==> src/rtl/gso_pkg.sv <==
// Package for the Gram-Schmidt orthonormalizer: constants, codes and shared types.
// No dependencies.
`timescale 1ns / 1ps
package gso_pkg;
  localparam int unsigned MaxDim      = 64;
  localparam int unsigned MaxElements = 1024;

  localparam logic [1:0] ModeWrite = 2'd0;
  localparam logic [1:0] ModeRun   = 2'd1;
  localparam logic [1:0] ModeRead  = 2'd2;
  localparam logic [1:0] ModeNop   = 2'd3;

  localparam logic [1:0] StOk       = 2'd0;
  localparam logic [1:0] StZeroNorm = 2'd1;
  localparam logic [1:0] StBadSize  = 2'd2;
  localparam logic [1:0] StBadIndex = 2'd3;

  localparam logic [1:0] CfgRowLen   = 2'd0;
  localparam logic [1:0] CfgRowCount = 2'd1;
  localparam logic [1:0] CfgLayout   = 2'd2;

  // request from the sequencer to the arithmetic unit
  typedef struct packed {
    logic        start;
    logic [2:0]  op;
  } gso_req_t;

  localparam logic [2:0] OpSqrt = 3'd0;
  localparam logic [2:0] OpDiv  = 3'd1;

  function automatic logic signed [31:0] sat32(input logic signed [65:0] x);
    if (x > 66'sd2147483647) return 32'sh7fffffff;
    if (x < -66'sd2147483648) return 32'sh80000000;
    return x[31:0];
  endfunction
endpackage

==> src/rtl/gso_div.sv <==
// Restoring divider: (x * 2^24) / norm truncated toward zero, saturated to 32 bits.
// Depends on gso_pkg.
`timescale 1ns / 1ps
module gso_div (
  input  logic               clk_i,
  input  logic               rst_ni,
  input  logic               start_i,
  input  logic signed [31:0] x_i,
  input  logic [31:0]        d_i,
  output logic               done_o,
  output logic signed [31:0] q_o
);
  logic [55:0] num_q, num_d, quo_q, quo_d;
  logic [32:0] rem_q, rem_d;
  logic [31:0] den_q;
  logic        neg_q, busy_q, busy_d, done_q, done_d;
  logic [5:0]  cnt_q, cnt_d;
  logic [32:0] trial;
  logic signed [65:0] sq;

  always_comb begin
    num_d = num_q; quo_d = quo_q; rem_d = rem_q; cnt_d = cnt_q;
    busy_d = busy_q; done_d = 1'b0; trial = '0;
    if (start_i) begin
      num_d = {(x_i[31] ? 32'(-x_i) : 32'(x_i)), 24'd0};
      rem_d = '0; quo_d = '0; cnt_d = 6'd55; busy_d = 1'b1;
    end else if (busy_q) begin
      trial = {rem_q[31:0], num_q[55]};
      num_d = num_q << 1;
      if (trial >= {1'b0, den_q}) begin
        rem_d = trial - {1'b0, den_q}; quo_d = {quo_q[54:0], 1'b1};
      end else begin
        rem_d = trial; quo_d = {quo_q[54:0], 1'b0};
      end
      cnt_d = cnt_q - 6'd1;
      if (cnt_q == '0) begin
        busy_d = 1'b0; done_d = 1'b1;
      end
    end
  end

  always_ff @(posedge clk_i or negedge rst_ni) begin
    if (!rst_ni) begin
      busy_q <= 1'b0; done_q <= 1'b0;
    end else begin
      busy_q <= busy_d; done_q <= done_d;
    end
  end
  always_ff @(posedge clk_i) begin
    num_q <= num_d; quo_q <= quo_d; rem_q <= rem_d; cnt_q <= cnt_d;
    if (start_i) begin
      den_q <= d_i; neg_q <= x_i[31];
    end
  end

  assign sq = neg_q ? -$signed({10'd0, quo_q}) : $signed({10'd0, quo_q});
  assign q_o = gso_pkg::sat32(sq);
  assign done_o = done_q;
endmodule

==> config.mk <==
export PLATFORM = sky130hd
export DESIGN_NAME = gso_div
export DESIGN_NICKNAME = d
export VERILOG_FILES = /design/src/rtl/gso_pkg.sv /design/src/rtl/gso_div.sv
export SDC_FILE = /design/constraint.sdc
export NUM_CORES = 1
export LEC_CHECK = 0
export ABC_AREA = 1
export ABC_CLOCK_PERIOD_IN_PS = 2650
export BUFFER_PORTS_ARGS = -buffer_cell sky130_fd_sc_hd__clkbuf_2
export CAP_MARGIN = 5
export CORE_MARGIN = 2
export CORE_UTILIZATION = 56
export CTS_CLUSTER_DIAMETER = 30
export DETAILED_ROUTE_END_ITERATION = 16
export GPL_ROUTABILITY_DRIVEN = 0
export HOLD_SLACK_MARGIN = 0.02
export PLACE_DENSITY = 0.76
export REMOVE_ABC_BUFFERS = 1
export SKIP_CTS_REPAIR_TIMING = 1
export SLEW_MARGIN = 20
export SYNTH_ARGS = -nofsm -noshare
export SYNTH_HDL_FRONTEND = slang
export SYNTH_SLANG_ARGS = --single-unit
==> constraint.sdc <==
create_clock -name clk_i -period 2.65 [get_ports clk_i]
set_input_delay 0.265 -clock clk_i [delete_from_list [all_inputs] [get_ports clk_i]]
set_output_delay 0.265 -clock clk_i [all_outputs]
set_load 0.02 [all_outputs]
==> flow_metrics.tcl, run 1 <==
set metrics [dict create \
    design_power_total_mw 13.3 \
    ys_top_cells_by_area "edfxtp_1, dfxtp_1, nand2_1, nand3_1, nor2_1" \
    cts_buffers 17 \
    synth_mux_area_frac 0 \
    grt_max_degree 73 \
    drive_above_1_share 0.162 \
    max_slew.worst_pin.slew_ns 0.554 \
    antenna_left 0 \
    critPathLaunch "quo_q[1]" \
    timing.hold.ws_ns 0.0237 \
    globalRouteTotalUtil 0.282 \
    switching_share 0.438 \
    path_buf_inv 4 \
    port_buffers 99 \
    num-fill-cells 1634 \
    worst_setup_path_start_kind "register" \
    gr-total-overflow 0 \
    clock_latency_ns 0.44 \
    cpMaxStageDelayCell "dfxtp_2" \
    grt_pass1_vias 9924 \
    setup_viol 31 \
    drt-vias-per-instance 5.61 \
    stdcell_count 2029 \
    dpl_worst_slack_ns -0.139 \
    fmaxAchievable_mhz 301 \
    endpoint_kind "output pin" \
    combPwrFrac 0.588 \
    maxSlewViolCount 0 \
    cap_violations 0 \
    vdd_drop_max_mv 0.965 \
    postSynth.asyncResetShare 0.0124 \
    drc 0 \
    leakagePower_nw 6.51 \
    antenna_cells 0 \
    drt_wl_total_mm 31.1 \
    power_frac_seq 0.235 \
    path_cells "inv_2 -> ha_4 -> nand2_4 -> nor2_4 -> buf_6 -> nand3_4 -> nor2_4 -> nand3_2 -> nand2_1 -> nand2_1 -> nand2_1 -> nand2_1 -> nor2_1 -> nand2_1 -> nor2_1 -> nand2_1 -> nand2_4 -> clkbuf_16 -> nand2_2 -> nand2_2 -> buf_6" \
    clock_path_buffers 2 \
    rsz0062_at_grt "yes" \
    synth_edf_count 65 \
    switchingPower_mw 5.82 \
    hold_viol 0 \
    r2r_slack_ns 0.12 \
    synth.most_common_cell "nand2_1" \
    ys_seq_elements 161 \
    fp.dieH_um 144 \
    worstPathMaxFanout 8 \
    antenna_found_initial 0 \
    crit_path_max_incr_delay_ns 0.33 \
    power_density_nw_per_um2 995 \
    first_iter_violations 1296 \
    dieArea_um2 20600 \
    coreArea_um2 19300 \
    grt_first_pass_wirelength_mm 46.8 \
    path_class "register to output pin" \
    ys_types 46 \
    critPathRequiredTime_ns 2.38 \
    start_util 0.566 \
    hpwl_mm 21.8 \
    synth_compound_gate_area_share 0.120 \
    row_count 51 \
    r2r-end "rem_q[16]" \
    wl_per_cell_um 15.3 \
    syn_area_um2 10900 \
    dieWidth_um 144 \
    p_int_mw 7.48 \
    relSlewSlack 0.631 \
    critPathCapture "q_o[13]" \
    failed_checks "negative setup slack" \
    synth-main-ff-cell "dfxtp_1" \
    cp_common_cell "nand2_1" \
    synth_area_per_cell_um2 6.85 \
    reg2reg_from "den_q[2]" \
    period_needed_ns 3.32 \
    r2r_cells 15 \
    ys_top_cells_by_count "nand2_1, nor2_1, inv_1, nand3_1, dfxtp_1" \
    synth_xor_area_frac 0.0603 \
    dp_cells 1958 \
    htree_levels 4 \
    synth_top_family_by_area "simple AND/OR/NAND/NOR gates" \
    cts-root-buf "clkbuf_16" \
    hp-class "primary input to register" \
    cts.sinks 161 \
    clkSlewWorstSetupHoldPaths_ns 0.07 \
    nets 1855 \
    finClkSkew_ns 0.00800 \
    synth-simple-area-share 0.332 \
    synth_cells 1590 \
    vias 11400 \
    synth_top_cell_area_share 0.179 \
    finalCritPeriodShare 1.25 \
    io_pins 100 \
    path_depth 21 \
    seq_area_frac_synth 0.356 \
    cts_tree "done" \
    critPathArrivalTime_ns 3.06 \
    status "finished with violations" \
    crit_family "simple AND/OR/NAND/NOR gates" \
    setup_ws_ns -0.672 \
    synth_top_area_cell "edfxtp_1" \
    area.growth.synth_to_final_pct 22.6 \
    pwr-share-clk 0.178 \
    synthAdderAreaFrac 0.0432 \
    firstDrtPassIters 8 \
    synth-warning-count 0 \
]
-- cell type report --
| type | instances | area [um^2] | share of cell area |
|---|---|---|---|
| timing repair buffer | 194 | 1630 | 0.122 |
| inverter | 189 | 709 | 0.0531 |
| clock buffer | 20 | 457 | 0.0342 |
| tap | 265 | 332 | 0.0248 |
| multi-input combinational | 1188 | 6250 | 0.468 |
| sequential | 161 | 3890 | 0.291 |
| clock inverter | 12 | 98.8 | 0.00740 |
-- sequential cells by signal (all words and copies together) (netlist names) --
| name | flops |
|---|---|
| quo_q | 56 |
| done_o | 1 |
| den_q | 32 |
| cnt_q | 6 |
| rem_q | 32 |
| neg_q | 1 |
| busy_q | 1 |
| num_q | 32 |
-- cells in the final DEF, fill, tap and decap left out, types with 4 or more instances in the layout --
cell	instances
nand3_1	137
inv_2	17
nor2_1	181
nor2_2	10
edfxtp_1	65
xnor2_1	16
nand2_1	417
o22ai_1	55
o31ai_1	4
nand2_4	4
dfxtp_1	91
or2_2	4
dlygate4sd3_1	29
buf_12	8
nand4_1	17
buf_6	25
o211ai_1	8
xor2_1	59
clkbuf_16	21
nand2_2	20
a21oi_1	56
nand3_2	6
nor2_4	10
nor3_2	4
buf_4	58
ha_1	31
ha_4	4
inv_1	172
nand3b_1	5
inv_6	5
o21ai_0	85
nor3_1	17
clkbuf_2	68
a31oi_1	10
-- worst min path at each step --
stage	start	endpoint	slack [ns]	cells after the start
global placement	rst_ni	done_o	0.06	1
floorplan	rst_ni	busy_q	-0.03	0
global route	d_i[18]	den_q[18]	0.02	1
detailed placement	rst_ni	done_o	0.06	1
finish	d_i[18]	den_q[18]	0.02	1
CTS	rst_ni	busy_q	-0.40	1
-- metal layers --
layer,share of wire,GRT usage
met2,0.46,0.464
met1,0.43,0.379
met3,0.080,0.0467
met4,0.028,0.0955
met5,0,0
-- logic make-up (layout without fill, tap and decap cells) --
group,Yosys count,count (layout)
simple gates,845,845
buf+inv,241,415
fa+ha+maj,37,37
xor+xnor,75,75
flops,161,161
compound gates,231,231
-- power groups by stage --
stage / combinational (mW) / sequential, mW / clock [mW]
final: 7.82 / 3.12 / 2.36
after global routing: 8.43 / 3.15 / 2.48
after CTS: 6.27 / 3.09 / 2.39
after detailed placement: 6.23 / 3.14 / 0
after global placement: 6.12 / 3.13 / 0
after floorplan: 4.26 / 3.10 / 0
-- worst reg2reg max path: cells and delay by family (launching register included) --
| family | cells | cell delay (ns) |
|---|---|---|
| AND/OR/NAND/NOR | 8 | 1.03 |
| AO/OA/AOI/OAI | 3 | 0.36 |
| buffers and inverters | 3 | 0.42 |
| adder cells (fa/ha/maj) | 1 | 0.25 |
| flip-flops | 1 | 0.36 |
-- through the flow --
stage / setup TNS [ns] / util / instance area (um^2)
after floorplan: -71.66 / - / 10600
after global placement: -1.34 / 0.622 / 12000
after detailed placement: -3.71 / 0.622 / 12000
after CTS: -18.66 / 0.651 / 12500
after global routing: -24.35 / 0.693 / 13400
final: -19.80 / 0.693 / 13400
(Power assumes the default switching activity.)
==> run 2: changes to the inputs <==
--- a/config.mk
+++ b/config.mk
@@ -16,6 +16,7 @@
 export GPL_ROUTABILITY_DRIVEN = 0
 export HOLD_SLACK_MARGIN = 0.02
 export PLACE_DENSITY = 0.76
+export RECOVER_POWER = 25
 export REMOVE_ABC_BUFFERS = 1
 export SKIP_CTS_REPAIR_TIMING = 1
 export SLEW_MARGIN = 20
==> run 2 against run 1 <==
The run still ends with negative setup slack left; cell area fell by 0.20%; sequential share of layout area grew 0.057 points; critical path depth unchanged; first-iteration DRC count fell by 5.2%; fmax grew 0.16%; via count is 0.17% lower; sequential power about the same; critical path type unchanged; largest power group unchanged.
==> flow_metrics.tcl, run 2 (same netlist as run 1, synthesis figures left out) <==
set metrics [dict create \
    path_class "register to output pin" \
    cp_common_cell "nand2_1" \
    maxSlewViolCount 0 \
    fmaxAchievable_mhz 301 \
    final_core_util 0.692 \
    period_needed_ns 3.32 \
    switching_share 0.438 \
    setup_viol 31 \
    clock_latency_ns 0.44 \
    hold_end "den_q[18]" \
    coreArea_um2 19300 \
    gr-total-overflow 0 \
    power_frac_seq 0.235 \
    hold_depth 1 \
    io_pins 100 \
    start_util 0.566 \
    grt_first_pass_wirelength_mm 46.8 \
    drive_above_1_share 0.158 \
    reg2reg_from "den_q[18]" \
    r2r_cells 12 \
    hold_viol 0 \
    antenna_left 0 \
    worst_setup_path_start_kind "register" \
    r2r-end "rem_q[16]" \
    antenna_found_initial 0 \
    hp-class "primary input to register" \
    final_common_cell "nand2_1" \
    critPathArrivalTime_ns 3.05 \
    grt_pass1_vias 9924 \
    cts.sinks 161 \
    rsz0062_at_grt "yes" \
    cts_tree "done" \
    cap_violations 0 \
    row_count 51 \
    wl_per_cell_um 15.4 \
    failed_checks "negative setup slack" \
    switchingPower_mw 5.82 \
    r2r_slack_ns 0.09 \
    status "finished with violations" \
    fp.dieH_um 144 \
    path_cells "inv_2 -> ha_4 -> nand2_4 -> nor2_4 -> buf_6 -> nand3_4 -> nor2_4 -> nand3_2 -> nand2_1 -> nand2_1 -> nand2_1 -> nand2_1 -> nor2_1 -> nand2_1 -> nor2_1 -> nand2_1 -> nand2_4 -> clkbuf_16 -> nand2_2 -> nand2_2 -> buf_6" \
    grt_max_degree 73 \
    port_buffers 99 \
    pwr-share-clk 0.178 \
    dieArea_um2 20600 \
    drt-vias-per-instance 5.60 \
    area.growth.synth_to_final_pct 22.3 \
    dpl-instance-area_um2 12000 \
    firstDrtPassIters 6 \
    cts-root-buf "clkbuf_16" \
    globalRouteTotalUtil 0.282 \
    crit_path_max_incr_delay_ns 0.33 \
    power_density_nw_per_um2 997 \
    regMostFlops "quo_q" \
    drt_wl_total_mm 31.2 \
    vias 11400 \
    clock_path_buffers 2 \
    crit_family "simple AND/OR/NAND/NOR gates" \
    cpMaxStageDelayCell "dfxtp_2" \
    vdd_drop_max_mv 0.965 \
    endpoint_kind "output pin" \
    hpwl_mm 21.8 \
    worstHoldStart "d_i[18]" \
    finClkSkew_ns 0.00817 \
    design_area_um2 13300 \
    htree_levels 4 \
    cts_buffers 17 \
    nets 1855 \
    final_cell_mix "nand2_1, nor2_1, inv_1, nand3_1, dfxtp_1" \
    finalCritPeriodShare 1.25 \
    first_iter_violations 1229 \
    worstPathMaxFanout 8 \
    p_int_mw 7.47 \
    path_buf_inv 4 \
    clkSlewWorstSetupHoldPaths_ns 0.07 \
    drc 0 \
    antenna_cells 0 \
    max_slew.worst_pin.slew_ns 1.48 \
    timing.hold.ws_ns 0.0197 \
    setup_ws_ns -0.667 \
    relSlewSlack 0.0152 \
    dieWidth_um 144 \
    critPathRequiredTime_ns 2.38 \
    combPwrFrac 0.587 \
    largest_reg_flops 56 \
    leakagePower_nw 6.48 \
]
run 2: through the flow:
step	TNS [ns]	power [mW]	worst slack [ns]	std cells
detailed placement	-3.71	9.37	-0.139	1958
finish	-19.77	13.3	-0.667	2029
global route	-24.46	14.1	-0.811	2029
CTS	-18.66	11.8	-0.623	1990
floorplan	-71.66	7.37	-0.603	1538
global placement	-1.34	9.25	-0.0505	1958
run 2: cell type report:
| cell class | count | area, um^2 |
|---|---|---|
| Multi-Input combinational cell | 1188 | 6250 |
| Fill cell | 1640 | 5940 |
| Sequential cell | 161 | 3890 |
| Timing Repair Buffer | 194 | 1600 |
| Inverter | 189 | 709 |
| Clock buffer | 20 | 457 |
| Tap cell | 265 | 332 |
| Clock inverter | 12 | 98.8 |
run 2: power by group through the flow:
stage	sequential (mW)	combinational (mW)	clock, mW
floorplan	3.10	4.26	0
global placement	3.13	6.12	0
detailed placement	3.14	6.23	0
CTS	3.09	6.27	2.39
global route	3.15	8.43	2.48
finish	3.12	7.81	2.37
run 2: how the worst max path moves through the flow:
stage / slack, ns / start / depth (start not counted) / endpoint
6_report: -0.67 / quo_q[1] / 21 / q_o[13]
3_5_place_dp: -0.14 / quo_q[0] / 20 / q_o[28]
2_1_floorplan: -0.60 / neg_q / 12 / q_o[0]
5_1_grt: -0.81 / quo_q[1] / 21 / q_o[24]
3_3_place_gp: -0.05 / quo_q[0] / 20 / q_o[1]
4_1_cts: -0.62 / quo_q[0] / 20 / q_o[28]
run 2: layer usage:
| metal | share of wire | routed length (um) | vias up | track usage |
|---|---|---|---|---|
| met5 | 0 | 0 | - | 0 |
| met4 | 0.029 | 918 | 0 | 0.0955 |
| met3 | 0.086 | 2670 | 94 | 0.0467 |
| met2 | 0.46 | 14300 | 541 | 0.464 |
| met1 | 0.42 | 13200 | 5192 | 0.379 |
| li1 | - | - | 5542 | - |
