**src/rtl/gso_sqrt.sv**
```systemverilog
// Iterative integer square root of a 64-bit value; start restarts it, even while busy.
// No dependencies.
`timescale 1ns / 1ps
module gso_sqrt (
  input  logic        clk_i,
  input  logic        rst_ni,
  input  logic        start_i,
  input  logic [63:0] x_i,
  output logic        done_o,
  output logic [31:0] root_o
);
  logic [63:0] rem_q, rem_d, res_q, res_d, bit_q, bit_d;
  logic        busy_q, busy_d, done_q, done_d;

  always_comb begin
    rem_d = rem_q; res_d = res_q; bit_d = bit_q;
    busy_d = busy_q; done_d = 1'b0;
    if (start_i) begin
      rem_d = x_i; res_d = '0; bit_d = 64'h4000_0000_0000_0000; busy_d = 1'b1;
    end else if (busy_q) begin
      if (rem_q >= res_q + bit_q) begin
        rem_d = rem_q - (res_q + bit_q);
        res_d = (res_q >> 1) + bit_q;
      end else begin
        res_d = res_q >> 1;
      end
      bit_d = bit_q >> 2;
      if (bit_q[0]) begin
        busy_d = 1'b0; done_d = 1'b1;
      end
    end
  end

  always_ff @(posedge clk_i or negedge rst_ni) begin
    if (!rst_ni) begin
      busy_q <= 1'b0; done_q <= 1'b0;
    end else begin
      busy_q <= busy_d; done_q <= done_d;
    end
  end
  always_ff @(posedge clk_i) begin
    rem_q <= rem_d; res_q <= res_d; bit_q <= bit_d;
  end

  assign done_o = done_q;
  assign root_o = res_q[31:0];
endmodule

```
**config.mk**
```make
export PLATFORM = sky130hd
export DESIGN_NAME = gso_sqrt
export DESIGN_NICKNAME = d
export VERILOG_FILES = /design/src/rtl/gso_sqrt.sv
export SDC_FILE = /design/constraint.sdc
export NUM_CORES = 1
export LEC_CHECK = 0
export ABC_AREA = 1
export BUFFER_PORTS_ARGS = -buffer_cell sky130_fd_sc_hd__buf_2
export CORE_ASPECT_RATIO = 0.8
export CORE_MARGIN = 3
export CORE_UTILIZATION = 28
export CTS_CLUSTER_SIZE = 28
export DETAILED_ROUTE_END_ITERATION = 10
export MAX_ROUTING_LAYER = met4
export PLACE_DENSITY_LB_ADDON = 0.15
export SYNTH_ARGS = -nofsm -noshare
export SYNTH_HDL_FRONTEND = slang
export SYNTH_SLANG_ARGS = --single-unit
```
**constraint.sdc**
```tcl
create_clock -name clk_i -period 5.2 [get_ports clk_i]
set_input_delay 1.56 -clock clk_i [delete_from_list [all_inputs] [get_ports clk_i]]
set_output_delay 1.56 -clock clk_i [all_outputs]
set_load 0.01 [all_outputs]
```
==> impl_results.html, run 1 <==
<table>
<tr><th>Metric</th><th>Value</th></tr>
<tr><th colspan="2">Status</th></tr>
<tr><td>Run status</td><td>finished, final reports clean</td></tr>
<tr><th colspan="2">Timing</th></tr>
<tr><td>Transition time of the tightest slew-check pin</td><td>between 1000 and 1500 ps</td></tr>
<tr><td>Endpoints failing hold</td><td>0</td></tr>
<tr><td>Max-Slew Margin vs Limit</td><td>19.47%</td></tr>
<tr><td>Max-slew violation count</td><td>0</td></tr>
<tr><td>Sum Neg Setup Slack</td><td>0 ps</td></tr>
<tr><td>Minimum clock period after layout</td><td>4811 ps</td></tr>
<tr><td>Unrepaired setup endpoints after global routing</td><td>no</td></tr>
<tr><td>Clock skew after layout</td><td>15.51 ps</td></tr>
<tr><td>Period utilisation layout</td><td>92.51%</td></tr>
<tr><td>Total setup violations reported at the end of the flow</td><td>0</td></tr>
<tr><td>Max Freq</td><td>around 210 MHz</td></tr>
<tr><th colspan="2">Power</th></tr>
<tr><td>Leakage power of the design</td><td>10.39 nW</td></tr>
<tr><td>Ratio of total power to cell area</td><td>555.5 nW/um2</td></tr>
<tr><td>Max IR drop VDD</td><td>roughly 350 uV</td></tr>
<tr><th colspan="2">Cells and area</th></tr>
<tr><td>Area used by multi-input combinational logic</td><td>13,720 um2</td></tr>
<tr><td>Total area of sequential cells</td><td>3895 um2</td></tr>
<tr><td>Number of antenna repair diodes</td><td>0</td></tr>
<tr><td>Fraction of final layout cells sized beyond drive strength 1</td><td>6.955%</td></tr>
<tr><td>Area Growth Syn to Fin</td><td>11.74%</td></tr>
<tr><td>Post-route core utilization</td><td>31.77%</td></tr>
<tr><td>Number of nets in the finished design</td><td>3,880</td></tr>
<tr><td>Filler cell count in the final layout</td><td>roughly 8,000</td></tr>
<tr><th colspan="2">Critical path</th></tr>
<tr><td>Kind of end point of the critical path</td><td>register</td></tr>
<tr><td>Peak fanout along the critical path</td><td>27</td></tr>
<tr><td>Startpoint type of the worst setup path</td><td>register</td></tr>
<tr><td>Data required time of the worst path</td><td>roughly 5400 ps</td></tr>
<tr><td>Critical path data arrival time</td><td>5010 ps</td></tr>
<tr><td>Category of the critical setup timing path</td><td>reg -&gt; reg</td></tr>
<tr><th colspan="2">Floorplanning</th></tr>
<tr><td>Floorplan die area</td><td>75,230 um2</td></tr>
<tr><td>Initial standard-cell utilization of the core</td><td>between 20% and 30%</td></tr>
<tr><td>Standard cell core area</td><td>just over 70,000 um2</td></tr>
<tr><td>Die width</td><td>305.9 um</td></tr>
<tr><td>Top-level I/O count</td><td>100</td></tr>
<tr><td>Row count</td><td>87</td></tr>
<tr><td>Y dimension of the die</td><td>245.9 um</td></tr>
<tr><th colspan="2">Drt</th></tr>
<tr><td>Number of remaining DRC errors</td><td>0</td></tr>
<tr><td>Vias post-DR</td><td>22,860</td></tr>
<tr><td>DRC violation total after the first TritonRoute iteration</td><td>approximately 2,400</td></tr>
<tr><td>Vias/cell</td><td>between 4 and 5</td></tr>
<tr><td>Number of detailed-routing iterations run before antenna repair</td><td>7</td></tr>
<tr><td>DR WL/cell</td><td>19.97 um</td></tr>
<tr><td>Post-detailed-route count of antenna-violating nets</td><td>0</td></tr>
<tr><td>WL final</td><td>92.42 mm</td></tr>
<tr><th colspan="2">Clock tree</th></tr>
<tr><td>Maximum number of buffers from clock root to sink</td><td>2</td></tr>
<tr><td># H-tree levels</td><td>4</td></tr>
<tr><td>Clk sink count</td><td>between 150 and 200</td></tr>
<tr><td>Post-cts hold buffer count</td><td>0</td></tr>
<tr><td>Clock slew seen by the registers of the worst setup and hold paths</td><td>approximately 70 ps</td></tr>
<tr><td>Clock tree from TritonCTS</td><td>built</td></tr>
<tr><td>Worst-skew pair later-pin latency</td><td>510 ps</td></tr>
<tr><td>Clk root buf</td><td>sky130_fd_sc_hd__clkbuf_16</td></tr>
<tr><td>Number of clock buffers inserted by TritonCTS</td><td>17</td></tr>
<tr><th colspan="2">Logic synthesis</th></tr>
<tr><td>Most used DFF post-synth</td><td>sky130_fd_sc_hd__dfxtp_1</td></tr>
<tr><td>Post-synthesis instance area</td><td>20,150 um2</td></tr>
<tr><td>Warnings, synthesis</td><td>0</td></tr>
<tr><td>Cell type with the largest total area after synthesis</td><td>sky130_fd_sc_hd__nand2_1</td></tr>
<tr><td>Top post-synthesis cells by area</td><td>sky130_fd_sc_hd__nand2_1 23%, sky130_fd_sc_hd__dfxtp_1 9.5%, sky130_fd_sc_hd__edfxtp_1 9.5%</td></tr>
<tr><td>Avg Cell Area, Syn</td><td>5.607 um2</td></tr>
<tr><td>Most frequent cell after synthesis</td><td>sky130_fd_sc_hd__nand2_1</td></tr>
<tr><td>Count of mapped cells out of synthesis</td><td>roughly 3,600</td></tr>
<tr><td>Share of synthesized registers carrying an async set or reset</td><td>between 1 and 1.5%</td></tr>
<tr><td>List of most frequent post-synthesis cells</td><td>1,221 x sky130_fd_sc_hd__nand2_1, 497 x sky130_fd_sc_hd__inv_1, 459 x sky130_fd_sc_hd__nor2_1, 302 x sky130_fd_sc_hd__nand3_1, 220 x sky130_fd_sc_hd__a21oi_1</td></tr>
<tr><td>Distinct cells, synth</td><td>51</td></tr>
<tr><td>Number of synthesized flops with an enable pin</td><td>64</td></tr>
<tr><td>Syn nets</td><td>3,791</td></tr>
<tr><td>Count of state elements after synthesis</td><td>162</td></tr>
<tr><td>Portion of the post-synthesis area used by sequential elements</td><td>19.33%</td></tr>
<tr><td>Top cell type's share of synthesized area</td><td>between 20% and 30%</td></tr>
<tr><th colspan="2">Placement</th></tr>
<tr><td>Post-detail-place hpwl</td><td>approximately 76 mm</td></tr>
<tr><td>GP Congestion</td><td>1.021</td></tr>
<tr><td>Count of port buffers added during placement</td><td>between 90 and 100</td></tr>
<tr><th colspan="2">GRT</th></tr>
<tr><td>Wire length of the first global-routing pass</td><td>135.1 mm</td></tr>
<tr><td>Pin count of the biggest net entering global routing</td><td>139</td></tr>
<tr><td>GRT Total Usage</td><td>24.76%</td></tr>
<tr><td>Number of global-route vias before repair</td><td>20,410</td></tr>
<tr><td>Antenna violations before repair</td><td>1</td></tr>
<tr><td>Global-route congestion overflow total</td><td>0</td></tr>
<tr><th colspan="2">Job</th></tr>
<tr><td>Number of maximum-capacitance violations</td><td>0</td></tr>
<tr><th colspan="2">Min path</th></tr>
<tr><td>Classification of the worst-slack hold path</td><td>reg -&gt; reg</td></tr>
</table>
## layout make-up
cell class | count | area share, %
multi-input combinational | 2812 | 60.96
sequential | 162 | 17.30
inverter | 501 | 8.359
timing repair buffer | 188 | 5.624
tap | 934 | 5.191
clock buffer | 20 | 2.029
clock inverter | 12 | 0.5335
## final timing paths
| kind | from | endpoint | slack [ps] | cells after the start |
|---|---|---|---|---|
| min | res_q[0] | res_q[0] | 500 | 2 |
| max | bit_q[28] | rem_q[12] | 390 | 20 |
| min in group asynchronous | rst_ni | busy_q | 830 | 1 |
| max in group asynchronous | rst_ni | busy_q | 4260 | 1 |
| min reg2reg | res_q[0] | res_q[0] | 500 | 2 |
| max reg2reg | bit_q[28] | rem_q[12] | 390 | 20 |
## placed cells by master (no fill, tap or decap), types with 12 or more instances in the layout
master	n
sky130_fd_sc_hd__a21o_1	12
sky130_fd_sc_hd__nand3_1	302
sky130_fd_sc_hd__nor2_1	459
sky130_fd_sc_hd__xnor2_1	45
sky130_fd_sc_hd__ha_1	130
sky130_fd_sc_hd__o21bai_1	24
sky130_fd_sc_hd__buf_2	98
sky130_fd_sc_hd__edfxtp_1	64
sky130_fd_sc_hd__nor3_1	36
sky130_fd_sc_hd__dfxtp_1	96
sky130_fd_sc_hd__nand4_1	29
sky130_fd_sc_hd__nand2_1	1220
sky130_fd_sc_hd__inv_1	497
sky130_fd_sc_hd__a21oi_1	220
sky130_fd_sc_hd__buf_4	82
sky130_fd_sc_hd__o21ai_0	161
sky130_fd_sc_hd__clkbuf_16	17
sky130_fd_sc_hd__nand3b_1	32
sky130_fd_sc_hd__xor2_1	53
sky130_fd_sc_hd__or2_2	14
sky130_fd_sc_hd__a31oi_1	16
## cell families after synthesis
| family | count (synthesis) | share of synthesized area [%] |
|---|---|---|
| and+or+nand+nor | 2113 | 42.98 |
| buffers and inverters | 619 | 12.61 |
| AOI/OAI and AO/OA | 470 | 12.65 |
| DFF | 162 | 19.33 |
| adders and majority gates | 131 | 8.173 |
| xor gates and xnor gates | 98 | 4.260 |
## per-layer routing
layer,part of all wire [%],GRT usage (%)
met5,0,-
met4,1.1,4.039
met3,8.0,4.125
met2,39,33.16
met1,52,38.35
## metrics by stage
stage          setup slack (ps)  instances  total power [W]  cell area, um2  hold slack [ps]
3_3_place_gp              248.1       4597          0.01111           21930            476.7
5_1_grt                   38.00       4629          0.01364           22510            509.5
3_5_place_dp              300.0       4597          0.01103           21930            486.0
2_1_floorplan             188.6       3593         0.008084           20150            450.4
6_report                  389.4       4629          0.01251           22510            496.0
4_1_cts                   243.8       4629          0.01246           22510            495.6
## registers in the layout (all words and copies together) (netlist names)
name	cells
bit_q	32
busy_q	1
rem_q	64
done_o	1
res_q	64
## worst max-delay path: stages, from the launching register on
cell	delay, ps
sky130_fd_sc_hd__dfxtp_1	360
sky130_fd_sc_hd__ha_1	390
sky130_fd_sc_hd__nand2_1	150
sky130_fd_sc_hd__o21ai_0	390
sky130_fd_sc_hd__nand2_1	130
sky130_fd_sc_hd__o21ai_0	450
sky130_fd_sc_hd__a21oi_1	210
sky130_fd_sc_hd__nor2_1	250
sky130_fd_sc_hd__a211oi_1	100
sky130_fd_sc_hd__nand3_1	100
sky130_fd_sc_hd__nand2_1	80
sky130_fd_sc_hd__ha_1	390
sky130_fd_sc_hd__nand2_1	110
sky130_fd_sc_hd__nor2_1	270
sky130_fd_sc_hd__nand2_1	160
sky130_fd_sc_hd__nor3_2	250
sky130_fd_sc_hd__nand2_4	100
sky130_fd_sc_hd__nand2_4	100
sky130_fd_sc_hd__nand2_2	90
sky130_fd_sc_hd__nand2_4	190
sky130_fd_sc_hd__buf_12	220
## repair_timing
action                     4_1_cts  5_1_grt
setup endpoints to repair        0      143
resized for setup                0        3
setup buffers                    0        0
## report_power, final
part           internal [W]  leakage (nW)  switching, W
registers           0.00192          1.47      0.000407
clock network      0.000694         0.284      0.000665
logic               0.00301          8.64       0.00581
Note: power is estimated with default switching activity, not from simulation.
==> run 2, diff against run 1 <==
==> constraint.sdc (replaced) <==
create_clock -name clk_i -period 4.85 [get_ports clk_i]
set_input_delay 1.455 -clock clk_i [delete_from_list [all_inputs] [get_ports clk_i]]
set_output_delay 1.455 -clock clk_i [all_outputs]
set_load 0.01 [all_outputs]
==> impl_results.html, run 2 (synthesis results as in run 1) <==
<table>
<tr><th>Metric</th><th>Value</th></tr>
<tr><th colspan="2">Status</th></tr>
<tr><td>Run status</td><td>finished, final reports clean</td></tr>
<tr><th colspan="2">Drt</th></tr>
<tr><td>Number of detailed-routing iterations run before antenna repair</td><td>6</td></tr>
<tr><td>Vias post-DR</td><td>23,190</td></tr>
<tr><td>WL final</td><td>93.91 mm</td></tr>
<tr><td>DR WL/cell</td><td>roughly 20 um</td></tr>
<tr><td>DRC violation total after the first TritonRoute iteration</td><td>approximately 2,800</td></tr>
<tr><td>Number of remaining DRC errors</td><td>0</td></tr>
<tr><td>Post-detailed-route count of antenna-violating nets</td><td>0</td></tr>
<tr><td>Vias/cell</td><td>4.982</td></tr>
<tr><th colspan="2">Timing</th></tr>
<tr><td>Endpoints failing hold</td><td>0</td></tr>
<tr><td>Clock skew after layout</td><td>19.45 ps</td></tr>
<tr><td>Max-Slew Margin vs Limit</td><td>26.32%</td></tr>
<tr><td>Period utilisation layout</td><td>94.94%</td></tr>
<tr><td>Transition time of the tightest slew-check pin</td><td>1094 ps</td></tr>
<tr><td>Max Freq</td><td>217.2 MHz</td></tr>
<tr><td>Minimum clock period after layout</td><td>about 4600 ps</td></tr>
<tr><td>Max-slew violation count</td><td>0</td></tr>
<tr><td>Total setup violations reported at the end of the flow</td><td>0</td></tr>
<tr><td>Hold Worst Slack</td><td>512.9 ps</td></tr>
<tr><th colspan="2">Clock tree</th></tr>
<tr><td>Clock tree from TritonCTS</td><td>built</td></tr>
<tr><td>Worst-skew pair later-pin latency</td><td>510 ps</td></tr>
<tr><td>Number of clock buffers inserted by TritonCTS</td><td>17</td></tr>
<tr><td>Maximum number of buffers from clock root to sink</td><td>2</td></tr>
<tr><td>Clock slew seen by the registers of the worst setup and hold paths</td><td>80 ps</td></tr>
<tr><td>Clk root buf</td><td>sky130_fd_sc_hd__clkbuf_16</td></tr>
<tr><td>Clk sink count</td><td>about 160</td></tr>
<tr><td># H-tree levels</td><td>4</td></tr>
<tr><td>Post-cts hold buffer count</td><td>0</td></tr>
<tr><th colspan="2">Placement</th></tr>
<tr><td>GP Congestion</td><td>0.9991</td></tr>
<tr><td>Post-detail-place hpwl</td><td>78.42 mm</td></tr>
<tr><td>Count of port buffers added during placement</td><td>99</td></tr>
<tr><td>Area post-placement</td><td>around 22,000 um2</td></tr>
<tr><th colspan="2">Cells and area</th></tr>
<tr><td>Number of nets in the finished design</td><td>between 3,000 and 4,000</td></tr>
<tr><td>Final design area excluding fillers</td><td>around 23,000 um2</td></tr>
<tr><td>Biggest regs</td><td>rem_q x64, res_q x64, bit_q x32</td></tr>
<tr><td>Number of antenna repair diodes</td><td>0</td></tr>
<tr><td>Most common cell after layout, fill and taps aside</td><td>sky130_fd_sc_hd__nand2_1</td></tr>
<tr><td>Top library cells by usage in the layout, fill and taps aside</td><td>1,214 x sky130_fd_sc_hd__nand2_1, 497 x sky130_fd_sc_hd__inv_1, 458 x sky130_fd_sc_hd__nor2_1</td></tr>
<tr><td>Post-route core utilization</td><td>32.17%</td></tr>
<tr><td>Fraction of final layout cells sized beyond drive strength 1</td><td>roughly 8.1%</td></tr>
<tr><td>Area Growth Syn to Fin</td><td>13.15%</td></tr>
<tr><th colspan="2">Critical path</th></tr>
<tr><td>Critical path data arrival time</td><td>4860 ps</td></tr>
<tr><td>Peak fanout along the critical path</td><td>5</td></tr>
<tr><td>Max stage delay on crit path</td><td>410 ps</td></tr>
<tr><td>Crit Reg-Reg Startpoint</td><td>bit_q[30]</td></tr>
<tr><td>Startpoint type of the worst setup path</td><td>register</td></tr>
<tr><td>Cell-by-cell listing of the critical path</td><td>ha_1 -&gt; nand2_1 -&gt; o21ai_1 -&gt; nand2_1 -&gt; o21ai_1 -&gt; inv_1 -&gt; a31oi_1 -&gt; xnor2_1 -&gt; ha_1 -&gt; nand2_1 -&gt; inv_1 -&gt; a21oi_1 -&gt; o21ai_0 -&gt; buf_4 -&gt; a21oi_1 -&gt; nor2_1 -&gt; nor2_1 -&gt; nand3_1 -&gt; nand3_1 -&gt; nand2_1</td></tr>
<tr><td>Cell with the most instances on the worst path</td><td>sky130_fd_sc_hd__nand2_1</td></tr>
<tr><td>First element of the critical path</td><td>bit_q[30]</td></tr>
<tr><td>Total buffers and inverters traversed by the critical path</td><td>3</td></tr>
<tr><td>Category of the critical setup timing path</td><td>reg -&gt; reg</td></tr>
<tr><td>Register-to-Register Setup Slack</td><td>250 ps</td></tr>
<tr><td>Master of the slowest instance on the critical path</td><td>sky130_fd_sc_hd__o21ai_1</td></tr>
<tr><td>Kind of end point of the critical path</td><td>register</td></tr>
<tr><td>Top Family by Delay on Critical Path</td><td>compound AO/OA/AOI/OAI gates</td></tr>
<tr><td>Data required time of the worst path</td><td>5110 ps</td></tr>
<tr><th colspan="2">GRT</th></tr>
<tr><td>Busiest metal layer after global routing</td><td>met1</td></tr>
<tr><td>Antenna violations before repair</td><td>0</td></tr>
<tr><td>Wire length of the first global-routing pass</td><td>roughly 140 mm</td></tr>
<tr><td>Number of global-route vias before repair</td><td>20,800</td></tr>
<tr><td>M3 GR Usage</td><td>under 10%</td></tr>
<tr><td>Pin count of the biggest net entering global routing</td><td>70</td></tr>
<tr><td>Global-route congestion overflow total</td><td>0</td></tr>
<tr><td>GRT Total Usage</td><td>25.06%</td></tr>
<tr><td>Met1 track demand over resource</td><td>between 30% and 40%</td></tr>
<tr><td>Met2 Use GR</td><td>33.22%</td></tr>
<tr><th colspan="2">Min path</th></tr>
<tr><td>Startpoint of the lowest-slack hold path</td><td>res_q[0]</td></tr>
<tr><td>Classification of the worst-slack hold path</td><td>reg -&gt; reg</td></tr>
<tr><th colspan="2">Floorplanning</th></tr>
<tr><td>Top-level I/O count</td><td>100</td></tr>
<tr><td>Standard cell core area</td><td>70,860 um2</td></tr>
<tr><td>Y dimension of the die</td><td>245.9 um</td></tr>
<tr><td>Initial standard-cell utilization of the core</td><td>approximately 28%</td></tr>
<tr><td>Floorplan die area</td><td>75,230 um2</td></tr>
<tr><td>Die width</td><td>just over 300 um</td></tr>
<tr><td>Row count</td><td>87</td></tr>
<tr><th colspan="2">Power</th></tr>
<tr><td>Max IR drop VDD</td><td>about 260 uV</td></tr>
<tr><td>Ratio of total power to cell area</td><td>roughly 600 nW/um2</td></tr>
<tr><td>Leakage power of the design</td><td>10.54 nW</td></tr>
<tr><th colspan="2">Job</th></tr>
<tr><td>Number of maximum-capacitance violations</td><td>0</td></tr>
</table>
[run 2: worst register-to-register path: stages, from the launching register on]
cell                      delay, ps
sky130_fd_sc_hd__dfxtp_1        360
sky130_fd_sc_hd__ha_1           380
sky130_fd_sc_hd__nand2_1        160
sky130_fd_sc_hd__o21ai_1        300
sky130_fd_sc_hd__nand2_1        120
sky130_fd_sc_hd__o21ai_1        410
sky130_fd_sc_hd__inv_1          110
sky130_fd_sc_hd__a31oi_1        250
sky130_fd_sc_hd__xnor2_1        260
sky130_fd_sc_hd__ha_1           370
sky130_fd_sc_hd__nand2_1        150
sky130_fd_sc_hd__inv_1           50
sky130_fd_sc_hd__a21oi_1        290
sky130_fd_sc_hd__o21ai_0        140
sky130_fd_sc_hd__buf_4          180
sky130_fd_sc_hd__a21oi_1        240
sky130_fd_sc_hd__nor2_1         170
sky130_fd_sc_hd__nor2_1         150
sky130_fd_sc_hd__nand3_1        100
sky130_fd_sc_hd__nand3_1        110
sky130_fd_sc_hd__nand2_1         70
[run 2: path summary, 6_finish.rpt]
path	to	cells after the start
worst max-delay path	rem_q[53]	20
worst min-delay path	res_q[0]	2
worst max register to register	rem_q[53]	20
worst min register to register	res_q[0]	2
max in group asynchronous	busy_q	1
min in group asynchronous	done_o	1
[run 2: repair_timing]
action                     in CTS  in global routing
setup endpoints to repair       0                144
resized for setup               0                 34
buffers inserted                0                  2
[run 2: where the power goes]
group | internal [W] | total [W] | switching, W
clock | 0.000734 | 0.00148 | 0.000744
sequential | 0.00205 | 0.00241 | 0.000363
combinational | 0.00330 | 0.00962 | 0.00632
[run 2: layout make-up]
cell class              count  area, um2
multi-input cells        2812      13800
flip-flops and latches    162       3895
clock inverters            14      167.7
fillers                  8124      48070
inverters                 501       1882
well taps                 934       1169
clock buffers              18      429.2
repair buffers            215       1453
[run 2: stage by stage]
step	power (W)	cells	setup TNS [ps]	setup slack (ps)
2_1_floorplan	0.008661	3593	0	463.1
3_3_place_gp	0.01179	4621	0	129.7
3_5_place_dp	0.01175	4621	0	131.0
4_1_cts	0.01329	4653	0	114.3
5_1_grt	0.01468	4656	-5.452	-2.118
6_report	0.01351	4656	0	245.2
[run 2: routing by layer]
metal	wire length, um	share of wire (%)
met5	0	0
met4	924	0.98
met3	8118	8.6
met2	36170	39
met1	48690	52
